<file path="src/uart_pkg.sv">
// uart_pkg: opcodes, register indexes, status bit positions and defaults
// for the serial port block. No dependencies.
package uart_pkg;

  localparam int unsigned DivisorBitsDef = 16;
  localparam int unsigned CfgWidth       = 16;
  localparam int unsigned CfgAddrWidth   = 3;
  localparam int unsigned WordWidth      = 9;

  // item opcodes
  localparam logic [1:0] OP_TICK        = 2'd0;
  localparam logic [1:0] OP_STATUS_READ = 2'd1;
  localparam logic [1:0] OP_DATA_READ   = 2'd2;
  localparam logic [1:0] OP_DATA_WRITE  = 2'd3;

  // configuration register indexes
  localparam logic [CfgAddrWidth-1:0] REG_BAUD_DIVISOR   = 3'd0;
  localparam logic [CfgAddrWidth-1:0] REG_OVERSAMPLE_BY8 = 3'd1;
  localparam logic [CfgAddrWidth-1:0] REG_WORD_LENGTH_9  = 3'd2;
  localparam logic [CfgAddrWidth-1:0] REG_STOP_BITS      = 3'd3;
  localparam logic [CfgAddrWidth-1:0] REG_RX_ENABLE      = 3'd4;
  localparam logic [CfgAddrWidth-1:0] REG_TX_ENABLE      = 3'd5;
  localparam logic [CfgAddrWidth-1:0] REG_PORT_ENABLE    = 3'd6;
  localparam logic [CfgAddrWidth-1:0] REG_RX_IRQ_ENABLE  = 3'd7;

  // status word bit positions
  localparam int unsigned STAT_TXE  = 7;
  localparam int unsigned STAT_TC   = 6;
  localparam int unsigned STAT_RXNE = 5;
  localparam int unsigned STAT_ORE  = 3;
  localparam int unsigned STAT_FE   = 1;

  // stop bit codes
  localparam logic [1:0] STOP_ONE      = 2'd0;
  localparam logic [1:0] STOP_HALF     = 2'd1;
  localparam logic [1:0] STOP_TWO      = 2'd2;
  localparam logic [1:0] STOP_ONE_HALF = 2'd3;

  // number of stop segments after the data bits
  function automatic logic [3:0] stop_segments(input logic [1:0] stop);
    logic [3:0] r;
    case (stop)
      STOP_ONE, STOP_HALF:     r = 4'd1;
      STOP_TWO, STOP_ONE_HALF: r = 4'd2;
      default:                 r = 4'd1;
    endcase
    return r;
  endfunction

  // first stop segment lasts half a bit period
  function automatic logic half_first_stop(input logic [1:0] stop);
    return (stop == STOP_HALF) || (stop == STOP_ONE_HALF);
  endfunction

endpackage

</file>
<file path="src/uart_peripheral.sv">
// uart_peripheral: serial port with fractional baud divisor, 8/9 data bits.
// Depends on uart_pkg.
//
// Every item (tick, status read, data read, data write) is taken into an
// input register, processed by one pass of logic that updates the port state,
// and its result lands in an output register: one item per clock. The result
// is registered in the output register when the item leaves the input register,
// which a stall at the output can delay. While a result waits, the input
// register can still take one item; with both registers full the input stalls
// until the result is taken. Configuration is written through a plain write
// port and should only change when no transaction is in flight.
module uart_peripheral
  import uart_pkg::*;
#(
  parameter int unsigned DIVISOR_BITS = DivisorBitsDef
) (
  input  logic                    clk_i,
  input  logic                    rst_ni,
  input  logic                    cfg_we_i,
  input  logic [CfgAddrWidth-1:0] cfg_addr_i,
  input  logic [CfgWidth-1:0]     cfg_wdata_i,
  input  logic                    in_valid_i,
  output logic                    in_ready_o,
  input  logic [1:0]              opcode_i,
  input  logic [WordWidth-1:0]    tx_data_i,
  input  logic                    rx_line_i,
  output logic                    out_valid_o,
  input  logic                    out_ready_i,
  output logic [WordWidth-1:0]    read_data_o,
  output logic                    tx_line_o,
  output logic                    irq_o
);

  localparam int unsigned DB = DIVISOR_BITS;
  localparam int unsigned PW = (DB > CfgWidth) ? DB : CfgWidth;
  localparam logic [PW-1:0] PeriodMax = PW'({DB{1'b1}});

  // configuration
  logic [CfgWidth-1:0] div_q;
  logic over8_q, word9_q, rxen_q, txen_q, porten_q, irqen_q;
  logic [1:0] stop_q;

  // pipeline
  logic in_vld_q, out_vld_q, advance;
  logic [1:0] op_q;
  logic [WordWidth-1:0] data_q;
  logic line_q;
  logic [WordWidth-1:0] rd_q;
  logic txl_q, irq_q;

  // port state
  logic [WordWidth-1:0] tx_hold_q, tx_hold_d, tx_sh_q, tx_sh_d;
  logic tx_hf_q, tx_hf_d, tx_busy_q, tx_busy_d, tx_tc_q, tx_tc_d;
  logic [3:0] tx_cnt_q, tx_cnt_d;
  logic [DB-1:0] tx_tmr_q, tx_tmr_d;
  logic [WordWidth-1:0] rx_sh_q, rx_sh_d, rx_word_q, rx_word_d;
  logic rx_busy_q, rx_busy_d, rxne_q, rxne_d, ore_q, ore_d, fe_q, fe_d;
  logic seen_q, seen_d, rx_last_q, rx_last_d;
  logic [3:0] rx_cnt_q, rx_cnt_d;
  logic [DB-1:0] rx_tmr_q, rx_tmr_d;
  logic [WordWidth-1:0] rd_d;
  logic txl_d, irq_d;

  // bit period in clocks, clamped
  logic [PW-1:0] raw_period, lo_period, clamp_period;
  logic [DB-1:0] period;

  always_comb begin
    if (over8_q) begin
      raw_period = PW'({div_q[15:4], 3'b000}) + PW'(div_q[2:0]);
      lo_period  = PW'(8);
    end else begin
      raw_period = PW'(div_q);
      lo_period  = PW'(16);
    end
    if (raw_period < lo_period) begin
      clamp_period = lo_period;
    end else if (raw_period > PeriodMax) begin
      clamp_period = PeriodMax;
    end else begin
      clamp_period = raw_period;
    end
    period = clamp_period[DB-1:0];
  end

  assign advance    = in_vld_q && (!out_vld_q || out_ready_i);
  assign in_ready_o = !in_vld_q || advance;

  // one pass over the item in the input register
  always_comb begin
    logic [3:0] nbits, last;
    logic [WordWidth-1:0] mask;
    logic [DB-1:0] len, tmr_inc, rtmr_inc;
    logic tx_run, lvl;

    nbits = word9_q ? 4'd9 : 4'd8;
    mask  = word9_q ? 9'h1FF : 9'h0FF;
    last  = nbits + stop_segments(stop_q);

    tx_hold_d = tx_hold_q;
    tx_hf_d   = tx_hf_q;
    tx_sh_d   = tx_sh_q;
    tx_busy_d = tx_busy_q;
    tx_tc_d   = tx_tc_q;
    tx_cnt_d  = tx_cnt_q;
    tx_tmr_d  = tx_tmr_q;
    rx_sh_d   = rx_sh_q;
    rx_word_d = rx_word_q;
    rx_busy_d = rx_busy_q;
    rxne_d    = rxne_q;
    ore_d     = ore_q;
    fe_d      = fe_q;
    seen_d    = seen_q;
    rx_last_d = rx_last_q;
    rx_cnt_d  = rx_cnt_q;
    rx_tmr_d  = rx_tmr_q;
    rd_d      = '0;
    len       = period;
    tmr_inc   = '0;
    rtmr_inc  = '0;
    tx_run    = 1'b0;

    case (op_q)
      OP_TICK: begin
        tx_run = porten_q && txen_q && (tx_busy_q || tx_hf_q);
        if (tx_run && !tx_busy_q) begin
          tx_sh_d   = tx_hold_q & mask;
          tx_hf_d   = 1'b0;
          tx_busy_d = 1'b1;
          tx_cnt_d  = '0;
          tx_tmr_d  = '0;
        end
      end
      OP_STATUS_READ: begin
        rd_d            = '0;
        rd_d[STAT_TXE]  = !tx_hf_q;
        rd_d[STAT_TC]   = tx_tc_q;
        rd_d[STAT_RXNE] = rxne_q;
        rd_d[STAT_ORE]  = ore_q;
        rd_d[STAT_FE]   = fe_q;
        seen_d          = 1'b1;
      end
      OP_DATA_READ: begin
        rd_d   = rx_word_q;
        rxne_d = 1'b0;
        if (seen_q) begin
          ore_d = 1'b0;
          fe_d  = 1'b0;
        end
        seen_d = 1'b0;
      end
      OP_DATA_WRITE: begin
        tx_hold_d = data_q;
        tx_hf_d   = 1'b1;
        tx_tc_d   = 1'b0;
      end
      default: begin
        rd_d = '0;
      end
    endcase

    // line level after any load, before the timer moves
    if (!(porten_q && txen_q) || !tx_busy_d) begin
      lvl = 1'b1;
    end else if (tx_cnt_d == 4'd0) begin
      lvl = 1'b0;
    end else if (tx_cnt_d <= nbits) begin
      lvl = tx_sh_d[tx_cnt_d - 4'd1];
    end else begin
      lvl = 1'b1;
    end
    txl_d = lvl;

    if (tx_run) begin
      if (half_first_stop(stop_q) && (tx_cnt_d == nbits + 4'd1)) begin
        len = period >> 1;
      end
      tmr_inc = tx_tmr_d + DB'(1);
      if (tmr_inc >= len) begin
        tx_tmr_d = '0;
        if (tx_cnt_d >= last) begin
          if (tx_hf_d) begin
            tx_sh_d   = tx_hold_d & mask;
            tx_hf_d   = 1'b0;
            tx_busy_d = 1'b1;
            tx_cnt_d  = '0;
          end else begin
            tx_busy_d = 1'b0;
            tx_tc_d   = 1'b1;
          end
        end else begin
          tx_cnt_d = tx_cnt_d + 4'd1;
        end
      end else begin
        tx_tmr_d = tmr_inc;
      end
    end

    if ((op_q == OP_TICK) && porten_q && rxen_q) begin
      if (!rx_busy_q) begin
        if (rx_last_q && !line_q) begin
          rx_busy_d = 1'b1;
          rx_cnt_d  = '0;
          rx_tmr_d  = DB'(1);
          rx_sh_d   = '0;
        end
      end else begin
        // mid-bit sample
        if (rx_tmr_q == (period >> 1)) begin
          if (rx_cnt_q == 4'd0) begin
            if (line_q) begin
              rx_busy_d = 1'b0;
            end
          end else if (rx_cnt_q <= nbits) begin
            rx_sh_d[rx_cnt_q - 4'd1] = line_q;
          end else begin
            if (!line_q) begin
              fe_d = 1'b1;
            end
            if (rxne_q) begin
              ore_d = 1'b1;
            end else begin
              rx_word_d = rx_sh_q & mask;
              rxne_d    = 1'b1;
            end
            rx_busy_d = 1'b0;
          end
        end
        if (rx_busy_d) begin
          rtmr_inc = rx_tmr_q + DB'(1);
          if (rtmr_inc >= period) begin
            rx_tmr_d = '0;
            rx_cnt_d = rx_cnt_q + 4'd1;
          end else begin
            rx_tmr_d = rtmr_inc;
          end
        end
      end
      rx_last_d = line_q;
    end

    irq_d = irqen_q && (rxne_d || ore_d);
  end

  always_ff @(posedge clk_i or negedge rst_ni) begin
    if (!rst_ni) begin
      div_q    <= '0;
      over8_q  <= 1'b0;
      word9_q  <= 1'b0;
      stop_q   <= STOP_ONE;
      rxen_q   <= 1'b0;
      txen_q   <= 1'b0;
      porten_q <= 1'b0;
      irqen_q  <= 1'b0;
    end else if (cfg_we_i) begin
      case (cfg_addr_i)
        REG_BAUD_DIVISOR:   div_q    <= cfg_wdata_i;
        REG_OVERSAMPLE_BY8: over8_q  <= cfg_wdata_i[0];
        REG_WORD_LENGTH_9:  word9_q  <= cfg_wdata_i[0];
        REG_STOP_BITS:      stop_q   <= cfg_wdata_i[1:0];
        REG_RX_ENABLE:      rxen_q   <= cfg_wdata_i[0];
        REG_TX_ENABLE:      txen_q   <= cfg_wdata_i[0];
        REG_PORT_ENABLE:    porten_q <= cfg_wdata_i[0];
        REG_RX_IRQ_ENABLE:  irqen_q  <= cfg_wdata_i[0];
        default:            div_q    <= div_q;
      endcase
    end
  end

  always_ff @(posedge clk_i or negedge rst_ni) begin
    if (!rst_ni) begin
      in_vld_q  <= 1'b0;
      out_vld_q <= 1'b0;
    end else begin
      if (in_valid_i && in_ready_o) begin
        in_vld_q <= 1'b1;
      end else if (advance) begin
        in_vld_q <= 1'b0;
      end
      if (advance) begin
        out_vld_q <= 1'b1;
      end else if (out_ready_i) begin
        out_vld_q <= 1'b0;
      end
    end
  end

  always_ff @(posedge clk_i) begin
    if (in_valid_i && in_ready_o) begin
      op_q   <= opcode_i;
      data_q <= tx_data_i;
      line_q <= rx_line_i;
    end
    if (advance) begin
      rd_q  <= rd_d;
      txl_q <= txl_d;
      irq_q <= irq_d;
    end
  end

  always_ff @(posedge clk_i or negedge rst_ni) begin
    if (!rst_ni) begin
      tx_hold_q <= '0;
      tx_hf_q   <= 1'b0;
      tx_sh_q   <= '0;
      tx_busy_q <= 1'b0;
      tx_tc_q   <= 1'b1;
      tx_cnt_q  <= '0;
      tx_tmr_q  <= '0;
      rx_sh_q   <= '0;
      rx_word_q <= '0;
      rx_busy_q <= 1'b0;
      rxne_q    <= 1'b0;
      ore_q     <= 1'b0;
      fe_q      <= 1'b0;
      seen_q    <= 1'b0;
      rx_last_q <= 1'b1;
      rx_cnt_q  <= '0;
      rx_tmr_q  <= '0;
    end else if (advance) begin
      tx_hold_q <= tx_hold_d;
      tx_hf_q   <= tx_hf_d;
      tx_sh_q   <= tx_sh_d;
      tx_busy_q <= tx_busy_d;
      tx_tc_q   <= tx_tc_d;
      tx_cnt_q  <= tx_cnt_d;
      tx_tmr_q  <= tx_tmr_d;
      rx_sh_q   <= rx_sh_d;
      rx_word_q <= rx_word_d;
      rx_busy_q <= rx_busy_d;
      rxne_q    <= rxne_d;
      ore_q     <= ore_d;
      fe_q      <= fe_d;
      seen_q    <= seen_d;
      rx_last_q <= rx_last_d;
      rx_cnt_q  <= rx_cnt_d;
      rx_tmr_q  <= rx_tmr_d;
    end
  end

  assign out_valid_o = out_vld_q;
  assign read_data_o = rd_q;
  assign tx_line_o   = txl_q;
  assign irq_o       = irq_q;

  // a finished transmission leaves nothing queued or in flight
  assert property (@(posedge clk_i) disable iff (!rst_ni)
    tx_tc_q |-> (!tx_busy_q && !tx_hf_q))
    else $error("transmission complete with work pending");

  // the frame counter never runs past the longest frame
  assert property (@(posedge clk_i) disable iff (!rst_ni)
    tx_busy_q |-> (tx_cnt_q <= 4'd11))
    else $error("transmit bit counter out of range");

  // port state only moves when an item is processed
  assert property (@(posedge clk_i) disable iff (!rst_ni)
    !advance |=> ($stable(rxne_q) && $stable(tx_busy_q) && $stable(rx_busy_q)))
    else $error("state changed without a transaction");

  // a waiting item stays in the input register until it moves on
  assert property (@(posedge clk_i) disable iff (!rst_ni)
    (in_vld_q && !advance) |=> in_vld_q)
    else $error("input item lost");

  // a result is produced exactly when an item moves out of the input register
  assert property (@(posedge clk_i) disable iff (!rst_ni)
    advance |=> out_vld_q)
    else $error("result missing after transaction");

endmodule

</file>
<file path="config.mk">
export PLATFORM = sky130hd
export DESIGN_NAME = uart_peripheral
export DESIGN_NICKNAME = d
export VERILOG_FILES = /design/src/uart_pkg.sv /design/src/uart_peripheral.sv
export SDC_FILE = /design/constraint.sdc
export NUM_CORES = 1
export LEC_CHECK = 0
export ABC_AREA = 1
export BUFFER_PORTS_ARGS = -buffer_cell sky130_fd_sc_hd__buf_2
export CAP_MARGIN = 20
export CORE_ASPECT_RATIO = 0.8
export CORE_MARGIN = 2
export CORE_UTILIZATION = 30
export CTS_CLUSTER_DIAMETER = 100
export DETAILED_ROUTE_END_ITERATION = 10
export PLACE_DENSITY_LB_ADDON = 0.08
export SYNTH_ARGS = -nofsm -noshare
export SYNTH_HDL_FRONTEND = slang
export SYNTH_SLANG_ARGS = --single-unit
</file>
<file path="constraint.sdc">
create_clock -name clk_i -period 12.7 [get_ports clk_i]
set_input_delay 2.54 -clock clk_i [delete_from_list [all_inputs] [get_ports clk_i]]
set_output_delay 2.54 -clock clk_i [all_outputs]
set_load 0.02 [all_outputs]
</file>
Word level (Yosys, flattened, before mapping). Index checks and enable logic that the tools add are counted.

Order comparisons: 10. Add/subtract/negate cells: 9. Bitwise logic cells: 6. Mux-type cells: 100. Reductions and logical operators: 49. Equal/unequal tests: 20.

Operators with widths (number): two-way mux 16 bit (13); two-way mux 9 bit (13); two-way mux 1 bit (56); two-way mux 4 bit (10); adder 16 x 1 -> 16 bit, second input constant (2); greater-or-equal comparator 16 bit (2); AND 9 bit (3); AND reduction 2 bit (10); case mux 9 bit (2 select lines) (1); adder 15 x 3 -> 16 bit (1); == test 16 x 15 -> 1 bit (1); > comparator 16 bit, second input constant (1); < comparator 16 bit (1); adder 4 x 1 -> 4 bit, second input constant (3); == test 3 bit, second input constant (4); logical AND 1 bit (11); < comparator 4 x 5 -> 1 bit, second input constant (2); bitwise mux 9 bit (1); == test 2 bit, second input constant (4); less-or-equal comparator 4 bit (2); zero test 4 bit (2); != test 2 x 1 -> 1 bit, second input constant (4); case mux 4 bit (2 select lines) (1); nonzero test 2 bit (4); other kinds (23) (42).

Input bits: 36. Flip-flop bits (word level): 134. Output and inout port bits: 13. Logic and storage cells: 227.

Logic depth before layout (Yosys ltp). Gate-level depths: netlist of run 1.

Word-level depth: 12. Gate-level depth with buffers: 32. Mapped depth without buffers: 29.

Worst setup path before layout of run 1. Ideal clock, no wire load.

Path kind: input port to output port. Start point: input out_ready_i. End point: output in_ready_o. Stages on the path: 2. Buffers on the path: 0. Path slack: 7.367 ns. Data arrival time: 2.793 ns. Data required time: 10.160 ns. Cells stage by stage: inv_1 -> nand3_1.

Cells in the longest elaborated chain, start to end: 3.

RTL lines: start, declared (line uart_peripheral.sv:28) `input logic out_ready_i,`; logical OR 1 bit (line uart_peripheral.sv:86) `assign advance = in_vld_q && (!out_vld_q || out_ready_i);`; logical AND 1 bit (line uart_peripheral.sv:86); logical OR 1 bit (line uart_peripheral.sv:87) `assign in_ready_o = !in_vld_q || advance;`; end, declared (line uart_peripheral.sv:23) `output logic in_ready_o,`.

No other way between the ends.

Worst setup path after layout of run 1. Ends and elaborated chain as after synthesis.

==> impl_metrics.csv, run 1 <==
group,metric,value,unit
min_path,holdPathStages,2,
synthesis,ys_ff_latch,134,
setup_path,endpoint_kind,"primary output",
routing,avgRoutedWirePerCell,14.69,µm
setup_path,crit_fanout,3,
synthesis,synth_edf_count,23,
timing,worst_slew_pin_slew,0.8394,ns
synthesis,syn_inst,1119,
placement,place.gp.congestion,0.7993,
timing,drv_slew,0,
timing,hold_ws,0.4782,ns
timing,relSlewSlack,44.04,%
routing,routed_wl,22670,µm
timing,clock_skew,0.01079,ns
routing,routed_via_density,4.644,
die,die-area,30430,µm²
min_path,min_path_type,"reg -> reg",
grt,grt_pass1_wl,38090,µm
die,start_util,30.66,%
die,fp.dieW,194.5,µm
setup_path,cpPeakStageDelay,0.18,ns
clock_tree,cts_root_buf,"clkbuf_16",
clock_tree,clkTransAtPathRegs,0.07,ns
final_layout,layout-area-overhead-vs-synth,13.74,%
final_layout,final_layout_size_suffix_gt1_share,14.92,%
grt,grtUsageTotal,15.85,%
die,io_pins,49,
setup_path,cp_top_family,"buffers and inverters",
setup_path,path_cells,"buf_2 > inv_1 > nand3_1 > buf_2",
setup_path,cp.required,10.16,ns
job,cap_violations,0,
synthesis,synthesis.nets,1205,
grt,grt_pass1_vias,7022,
timing,hold_viol,0,
synthesis,synth_ff_type,"dfrtp_1",
setup_path,crit_arrival,2.97,ns
synthesis,yosys_warnings,0,
power_and_ir_drop,power.density,167.9,nW/µm²
final_layout,finish.utilization,34.87,%
clock_tree,ctsResizeCount,0,
placement,dp_hpwl,16650,µm
die,core-area,28420,µm²
clock_tree,clkSinkCount,134,
final_layout,antennaDiodeCount,0,
timing,clock.fmax,0.1815,GHz
clock_tree,clock_latency,0.43,ns
power_and_ir_drop,ir_drop,0.09246,mV
power_and_ir_drop,p_leak,4.688,nW
timing,setup-violations-final,0,
setup_path,cpMaxStageDelayCell,"buf_2",
timing,fin_crit,5.508,ns
setup_path,path_class,"in -> out",
synthesis,syn_area,8713,µm²
grt,grt_antenna_before_repair,0,
timing,rsz0062_at_grt,"false",
synthesis,ys_seq_area_share,39.83,%
die,rows,55,
clock_tree,cts_setup_buffers,0,
clock_tree,htreeDepth,4,
routing,drc,0,
clock_tree,cts_buffer_depth,2,
timing,period_share,43.37,%
timing,setup_tns,0,ns
synthesis,syn_avg_cell_area,7.787,µm²
placement,port_buffers,48,
die,chipHeight,156.4,µm
clock_tree,cts_hold_buf,0,
grt,grt_max_degree,63,
routing,ant_nets,0,
setup_path,worst-path-buf-inv,3,
routing,via_count,7166,
setup_path,reg2regPathDepth,25,
run_status,status,"finished, final reports clean",
setup_path,worst_setup_path_start_kind,"input port",
grt,overflow,0,
final_layout,finalNetCount,1246,
synthesis,ys_types,52,
clock_tree,cts_tree,"built",
synthesis,async_reset_ff_share,82.84,%
clock_tree,numCtsBuffers,17,
setup_path,crit_top_cell,"buf_2",
routing,dr.pass1.iters,5,
setup_path,cp_num_cells,4,
routing,drt_first_iter_violations,492,
-- power breakdown --
part	switching (W)	leakage (nW)	internal (W)	total [W]
sequential	0.0000530	1.63	0.000518	0.000571
clock	0.000218	0.278	0.000295	0.000512
combinational	0.000385	2.78	0.000196	0.000581
total	0.000655	4.69	0.00101	0.00166
-- sequential cells by signal, indices dropped and copies added (netlist names), 2 cells and up --
| signal | flops |
|---|---|
| div_q | 16 |
| read_data_o | 9 |
| op_q | 2 |
| tx_sh_q | 9 |
| tx_tmr_q | 16 |
| tx_cnt_q | 4 |
| rx_tmr_q | 16 |
| rx_sh_q | 9 |
| rx_word_q | 9 |
| data_q | 9 |
| stop_q | 2 |
| rx_cnt_q | 4 |
| tx_hold_q | 9 |
-- metrics by stage --
stage | instance area (µm²) | total power (W) | instances | setup slack [ns]
2_1_floorplan | 8713 | 0.001006 | 1119 | 7.367
3_3_place_gp | 9246 | 0.001164 | 1508 | 6.849
3_5_place_dp | 9274 | 0.001163 | 1509 | 6.769
4_1_cts | 9868 | 0.001687 | 1541 | 6.747
5_1_grt | 9911 | 0.001805 | 1543 | 6.580
6_report | 9911 | 0.001664 | 1543 | 7.192
-- cell usage in the layout (no fill, tap or decap), types with 5 or more instances in the layout --
| cell | synthesis | final |
|---|---|---|
| a21oi_1 | 45 | 45 |
| a31oi_1 | 6 | 6 |
| buf_2 | 9 | 47 |
| buf_4 | 0 | 7 |
| clkbuf_16 | 0 | 17 |
| dfrtp_1 | 109 | 109 |
| edfxtp_1 | 23 | 23 |
| ha_1 | 50 | 50 |
| inv_1 | 132 | 132 |
| inv_2 | 5 | 5 |
| mux2i_1 | 9 | 9 |
| nand2_1 | 273 | 273 |
| nand2_2 | 36 | 36 |
| nand2_4 | 5 | 5 |
| nand3_1 | 60 | 60 |
| nand4_1 | 25 | 25 |
| nor2_1 | 97 | 95 |
| nor2_2 | 8 | 10 |
| nor3_1 | 15 | 15 |
| o211ai_1 | 8 | 8 |
| o21ai_0 | 78 | 78 |
| o21ai_2 | 15 | 15 |
| o22ai_1 | 11 | 11 |
| xor2_1 | 28 | 28 |
-- kinds of logic (layout without fill, tap and decap cells) --
family / Yosys count / count (layout) / share of synthesized area (%)
multiplexers: 12 / 12 / 1.422
AND/OR/NAND/NOR: 535 / 535 / 27.67
adder cells (fa/ha/maj): 50 / 50 / 7.180
AO/OA/AOI/OAI: 181 / 181 / 12.09
buffers and inverters: 175 / 229 / 8.587
flip-flops: 134 / 134 / 39.83
XOR/XNOR: 32 / 32 / 3.217
-- worst min-delay path, stage by stage (launching register included) --
cell and delay [ns]:
dfrtp_1 0.35, nand2_1 0.05, nand2_1 0.05
-- final timing paths --
check	endpoint	slack, ns	start
max in group asynchronous	tx_hf_q	9.25	rst_ni
min	rx_sh_q[5]	0.48	rx_sh_q[5]
min reg2reg	rx_sh_q[5]	0.48	rx_sh_q[5]
min in group asynchronous	div_q[15]	2.15	rst_ni
max reg2reg	tx_sh_q[3]	7.36	op_q[0]
max	in_ready_o	7.19	out_ready_i
-- synth_stat cells (11+ instances only) --
library cell | instances | area [µm²]
o22ai_1 | 11 | 68.82
xor2_1 | 28 | 245.2
nand2_1 | 273 | 1025
nor3_1 | 15 | 75.07
clkbuf_1 | 20 | 75.07
a21oi_1 | 45 | 225.2
ha_1 | 50 | 625.6
nand3_1 | 60 | 300.3
nand2_2 | 36 | 225.2
dfrtp_1 | 109 | 2728
inv_1 | 132 | 495.5
edfxtp_1 | 23 | 690.7
nand4_1 | 25 | 156.4
nor2_1 | 97 | 364.1
o21ai_2 | 15 | 131.4
o21ai_0 | 78 | 390.4
-- cell type report --
class	count	area (µm²)
Multi-Input combinational cell	810	4499
Fill cell	3037	18510
Timing Repair Buffer	57	357.8
Sequential cell	134	3471
Inverter	140	525.5
Clock inverter	14	165.2
Clock buffer	18	429.2
Tap cell	370	462.9
-- per-layer routing --
metal	up-vias	track usage (%)	routed length [µm]
met4	0	3.626	182
met3	10	2.953	741
met2	98	23.84	9331
met5	-	0	0
met1	3314	23.43	12410
li1	3744	-	-
(Power assumes the default switching activity.)
==> run 2: changes to the inputs <==
Settings changed: ABC_AREA 1 to 0.
Clock period 12.7 ns to 5 ns, I/O delays scaled along.
==> run 2 against run 1 <==
Power increased by 110%. Wire length is 0.24% higher. Hold slack worse by 0.020 ns. First-iteration DRC count is 17% lower. Clock power rose by 140%. Synthesized cell count down 22%. Largest cell class unchanged.
==> impl_metrics.csv, run 2 <==
group,metric,value,unit
run_status,status,"finished, final reports clean",
synthesis,synth-simple-area-share,19.25,%
clock_tree,clkSinkCount,134,
routing,routed_via_density,4.937,
synthesis,synth_top_area_cell,"dfrtp_1",
setup_path,crit_arrival,4.98,ns
timing,worst_slew_pin_slew,0.8715,ns
setup_path,ff2ff_setup_slack,0.33,ns
synthesis,synth_top_family_by_area,"simple AND/OR/NAND/NOR gates",
synthesis,syn_area,8489,µm²
synthesis,synth.most_common_cell,"dfrtp_1",
routing,drt_first_iter_violations,406,
clock_tree,clock_latency,0.43,ns
final_layout,layout_common_cells,"109 x dfrtp_1, 101 x nand2_1, 62 x nor2_1, 50 x ha_1, 48 x buf_2",
synthesis,synth_mux_area_share,9.005,%
timing,period_share,93.34,%
clock_tree,clkTransAtPathRegs,0.06,ns
routing,dr.pass1.iters,4,
setup_path,path_class,"reg -> reg",
die,die-area,29670,µm²
die,io_pins,49,
grt,grt_pass1_vias,6417,
final_layout,layout-area-overhead-vs-synth,16.74,%
final_layout,final_cell_area,9911,µm²
setup_path,endpoint_kind,"register",
power_and_ir_drop,p_leak,4.337,nW
timing,hold_viol,0,
synthesis,synth_xor_area_share,4.539,%
timing,drv_slew,0,
synthesis,ys_types,76,
final_layout,final_layout_size_suffix_gt1_share,21.22,%
final_layout,final_common_cell,"dfrtp_1",
min_path,min_path_type,"reg -> reg",
grt,grt_max_degree,66,
grt,overflow,0,
clock_tree,cts_root_buf,"clkbuf_16",
timing,setup_tns,0,ns
synthesis,synth_top_cell_area_share,32.13,%
grt,grtUsageTotal,16.17,%
timing,fin_crit,4.667,ns
setup_path,cp.required,5.32,ns
min_path,min-delay-start,"rx_last_q",
synthesis,syn_avg_cell_area,9.680,µm²
placement,dp_hpwl,16540,µm
power_and_ir_drop,power.density,344.8,nW/µm²
grt,grt_antenna_before_repair,0,
die,chipHeight,154.5,µm
timing,clock_skew,0.01114,ns
synthesis,yosys_warnings,0,
synthesis,synth_edf_count,23,
routing,avgRoutedWirePerCell,17.19,µm
clock_tree,cts_hold_buf,0,
final_layout,fin_cells,1322,
min_path,holdPathStages,2,
timing,clock.fmax,0.2143,GHz
final_layout,antennaDiodeCount,0,
placement,placed_cells,1286,
setup_path,crit_fanout,8,
synthesis,synthTopCellsByArea,"dfrtp_1 32%, edfxtp_1 8.1%, ha_1 7.4%, mux2_2 6.0%, nand2_1 4.5%",
clock_tree,cts_tree,"built",
routing,routed_wl,22720,µm
power_and_ir_drop,ir_drop,0.2571,mV
synthesis,ys_seq_area_share,40.88,%
clock_tree,htreeDepth,4,
synthesis,synth_commonest_cells,"109 x dfrtp_1, 101 x nand2_1, 62 x nor2_1",
die,core-area,28080,µm²
final_layout,finalNetCount,1025,
final_layout,reg.largest.list,"div_q: 16 flops, rx_tmr_q: 16 flops, tx_tmr_q: 16 flops",
synthesis,synth_adder_area_share,7.369,%
die,start_util,30.24,%
placement,place.gp.congestion,0.7743,
setup_path,reg2regPathDepth,21,
clock_tree,cts_buffer_depth,2,
synthesis,synthesis.nets,963,
routing,drc,0,
job,cap_violations,0,
synthesis,synth_ff_type,"dfrtp_1",
setup_path,worst_setup_path_start_kind,"register",
clock_tree,numCtsBuffers,17,
placement,port_buffers,48,
setup_path,worst_r2r_startpoint,"op_q[1]",
synthesis,async_reset_ff_share,82.84,%
grt,grt_pass1_wl,37070,µm
timing,setup-violations-final,0,
placement,post_dp_cell_area,9283,µm²
timing,worst_slack,0.3329,ns
placement,pre_cts_ws,0.04527,ns
routing,ant_nets,0,
die,rows,55,
synthesis,synth_compound_area_share,14.62,%
power_and_ir_drop,total_power,0.003418,W
die,fp.dieW,192.1,µm
synthesis,ys_ff_latch,134,
timing,relSlewSlack,41.90,%
routing,via_count,6527,
setup_path,crit_path_start,"op_q[1]",
min_path,min_to,"rx_last_q",
setup_path,reg2reg_to,"tx_sh_q[7]",
synthesis,syn_inst,877,
-- run 2: kinds of logic after synthesis --
kind of cell | after synthesis
adder cells (fa/ha/maj) | 50
multiplexers | 67
buffers and inverters | 88
flip-flops | 134
XOR/XNOR | 44
AO/OA/AOI/OAI | 172
AND/OR/NAND/NOR | 322
-- run 2: metrics by stage --
step                      util [%]  hold slack (ns)
after floorplan                  -           0.4360
after global placement       33.06           0.4519
after detailed placement     33.06           0.4509
after CTS                    35.11           0.4618
after global routing         35.30           0.4701
final                        35.30           0.4579
-- run 2: report_power, final --
part	switching (W)	leakage [nW]	internal, W
sequential	0.000155	1.61	0.00122
clock	0.000535	0.281	0.000716
combinational	0.000447	2.44	0.000345
total	0.00114	4.34	0.00228
-- run 2: timing repair --
action / in CTS / in global routing
resized for setup: 0 / 8
endpoints found under the hold margin: 0 / 0
endpoints found under the setup margin: 0 / 20
buffers inserted: 0 / 3
-- run 2: worst max path at each step --
stage            endpoint  slack, ns  depth (start not counted)
2_1_floorplan  tx_sh_q[7]       0.03                         24
3_3_place_gp   tx_sh_q[7]       0.11                         20
3_5_place_dp   tx_sh_q[7]       0.05                         20
4_1_cts        tx_sh_q[7]      0.005                         20
5_1_grt        tx_sh_q[4]     -0.005                         22
6_report       tx_sh_q[7]       0.33                         21
-- run 2: final cells by class --
type	count	area, µm²
clock buffer	19	452.9
clock inverter	13	121.4
fill	2880	18170
inverter	43	161.4
multi-input combinational	655	4684
sequential	134	3471
tap	370	462.9
timing repair buffer	88	556.8
-- run 2: layer usage --
| metal | global-route usage (%) | share of wire, % | vias to the layer above |
|---|---|---|---|
| met5 | 0 | 0 | - |
| met4 | 3.708 | 0.77 | 0 |
| met3 | 2.791 | 2.9 | 10 |
| met2 | 22.62 | 42 | 93 |
| met1 | 25.47 | 55 | 3136 |
| li1 | - | - | 3288 |
-- run 2: critical path: stages, from the launching register on --
cell and delay [ns]:
edfxtp_1 0.41, inv_1 0.10, ha_1 0.17, nand4b_1 0.15, or2_4 0.30, and2_1 0.19
ha_1 0.21, and3_1 0.20, and4_1 0.23, and4_1 0.23, nand2_1 0.08, xor2_1 0.14
nor2_1 0.08, ha_1 0.32, a21o_1 0.16, a211o_1 0.28, a221o_1 0.37, a31oi_4 0.23
o41a_1 0.17, buf_4 0.16, nor2b_1 0.06, a311o_1 0.30
==> run 3: changes to the inputs <==
--- a/config.mk
+++ b/config.mk
@@ -12,7 +12,9 @@
 export CORE_MARGIN = 2
 export CORE_UTILIZATION = 30
+export CTS_BUF_LIST = sky130_fd_sc_hd__clkbuf_2 sky130_fd_sc_hd__clkbuf_4 sky130_fd_sc_hd__clkbuf_8
 export CTS_CLUSTER_DIAMETER = 100
 export DETAILED_ROUTE_END_ITERATION = 10
 export PLACE_DENSITY_LB_ADDON = 0.08
+export SLEW_MARGIN = 0
 export SYNTH_ARGS = -nofsm -noshare
 export SYNTH_HDL_FRONTEND = slang
==> constraint.sdc (replaced) <==
create_clock -name clk_i -period 5 [get_ports clk_i]
set_input_delay 1 -clock clk_i [delete_from_list [all_inputs] [get_ports clk_i]]
set_output_delay 1 -clock clk_i [all_outputs]
set_load 0.1 [all_outputs]
==> run 3 against run 2 <==
Clock power fell by 26%. First-iteration DRC count shrank 14%. Worst setup slack lost 0.013 ns. Die area did not move. Combinational power grew 5.4%. Hold slack better by 0.0034 ns. Sequential power barely moved. Core utilization down 0.69 points. Final area decreased by 1.9%. Wire length increased by 0.35%. Sequential cell count stayed put. Power is 8.5% lower. Critical path type unchanged. Critical endpoint is now tx_sh_q[8]. Largest cell class unchanged.
==> impl_metrics.csv, run 3 (synthesized netlist as in run 2, its figures left out) <==
group,metric,value,unit
run_status,status,"finished, final reports clean",
die,fp.dieW,192.1,µm
final_layout,antennaDiodeCount,0,
clock_tree,clkSinkCount,134,
min_path,min_path_type,"reg -> reg",
die,rows,55,
timing,drv_slew,0,
final_layout,finalNetCount,1025,
setup_path,worst_r2r_startpoint,"op_q[1]",
timing,hold_ws,0.4613,ns
clock_tree,clkTransAtPathRegs,0.09,ns
setup_path,worst_setup_path_start_kind,"register",
routing,routed_wl,22800,µm
placement,port_buffers,48,
power_and_ir_drop,ir_drop,0.1833,mV
placement,pre_cts_ws,0.04527,ns
routing,ant_nets,0,
min_path,min-delay-start,"rx_last_q",
timing,worst_slew_pin_slew,0.8921,ns
routing,met2_wirelength,9499,µm
power_and_ir_drop,p_leak,4.246,nW
grt,grtUsageTotal,16.12,%
timing,clock.fmax,0.2137,GHz
job,cap_violations,0,
setup_path,cp.required,5.34,ns
final_layout,reg.largest.list,"div_q: 16 flops, rx_tmr_q: 16 flops, tx_tmr_q: 16 flops",
grt,grt_max_degree,66,
power_and_ir_drop,power.density,321.7,nW/µm²
setup_path,path_class,"reg -> reg",
timing,rsz0062_at_grt,"false",
die,start_util,30.24,%
timing,setup_tns,0,ns
grt,grt_pass1_wl,36980,µm
die,chipHeight,154.5,µm
clock_tree,cts_hold_buf,0,
die,io_pins,49,
setup_path,endpoint_kind,"register",
grt,grt_antenna_before_repair,0,
routing,wl_met3,568,µm
die,core-area,28080,µm²
grt,grt_pass1_vias,6394,
final_layout,finish.utilization,34.61,%
routing,top_layer,"met4",
final_layout,layout-area-overhead-vs-synth,14.47,%
timing,relSlewSlack,40.53,%
clock_tree,cts_tree,"built",
clock_tree,htreeDepth,4,
timing,clock_skew,0.01727,ns
timing,fin_crit,4.680,ns
setup_path,crit_path_start,"op_q[1]",
placement,dp_hpwl,16540,µm
timing,worst_slack,0.3199,ns
routing,drt_first_iter_violations,351,
routing,drc,0,
timing,period_share,93.60,%
timing,setup-violations-final,0,
grt,overflow,0,
clock_tree,clock_latency,0.47,ns
clock_tree,numCtsBuffers,17,
final_layout,final_common_cell,"dfrtp_1",
clock_tree,cts_root_buf,"clkbuf_8",
routing,via_count,6542,
setup_path,crit_arrival,5.02,ns
die,die-area,29670,µm²
final_layout,final_layout_size_suffix_gt1_share,21.32,%
setup_path,crit_fanout,13,
routing,dr.pass1.iters,6,
clock_tree,cts_buffer_depth,2,
placement,place.gp.congestion,0.7743,
timing,hold_viol,0,
final_layout,layout_common_cells,"109 x dfrtp_1, 101 x nand2_1, 62 x nor2_1, 49 x ha_1, 48 x buf_2",
routing,routed_via_density,4.949,
routing,wl_met1,12580,µm
routing,avgRoutedWirePerCell,17.25,µm
==> run 3: final timing paths <==
path                                end  slack (ns)  depth (start not counted)
max                          tx_sh_q[8]        0.32                         21
min                           rx_last_q        0.46                          2
max reg2reg                  tx_sh_q[8]        0.32                         21
min reg2reg                   rx_last_q        0.46                          2
max in group asynchronous  rx_tmr_q[13]        3.44                          2
min in group asynchronous  rx_word_q[8]        0.65                          1
==> run 3: per-stage QoR <==
step	total power, W	instance area [µm²]	instances
floorplan	0.001957	8507	877
global placement	0.002227	9283	1286
detailed placement	0.002224	9283	1286
CTS	0.003171	9666	1318
global route	0.003343	9718	1322
finish	0.003126	9718	1322
==> run 3: report_power, final <==
part           switching [W]  internal (W)  total [W]
Combinational       0.000490      0.000345   0.000835
Sequential          0.000154       0.00122    0.00137
Clock               0.000495      0.000425   0.000920
Total                0.00114       0.00199    0.00313
==> run 3: what timing repair did <==
action	4_1_cts	5_1_grt
setup buffers	0	3
endpoints found under the setup margin	0	22
resized for setup	0	9
==> run 3: worst max-delay path: stages, from the launching register on <==
cell      delay [ns]
edfxtp_1        0.43
inv_2           0.08
ha_2            0.17
nand4b_1        0.15
or2_4           0.30
and2_1          0.18
inv_1           0.11
ha_1            0.25
nor3_1          0.16
and3_2          0.27
buf_4           0.20
o21ai_0         0.16
ha_1            0.30
nand2b_1        0.11
a21o_1          0.12
a21oi_1         0.06
o21ai_1         0.28
a31oi_4         0.17
or3_4           0.41
buf_2           0.18
a31o_2          0.24
a41o_1          0.20
==> run 3: layout make-up <==
type	count	area (µm²)
clock buffer	19	261.5
tap	370	462.9
inverter	43	161.4
sequential	134	3471
timing repair buffer	88	556.8
fill	2903	18360
multi-input combinational	655	4683
clock inverter	13	121.4
==> run 3: per-layer routing <==
metal  track usage (%)  vias up
met5                 0        -
met4             3.708        0
met3             2.723        9
met2             22.49       94
met1             25.48     3154
li1                  -     3285
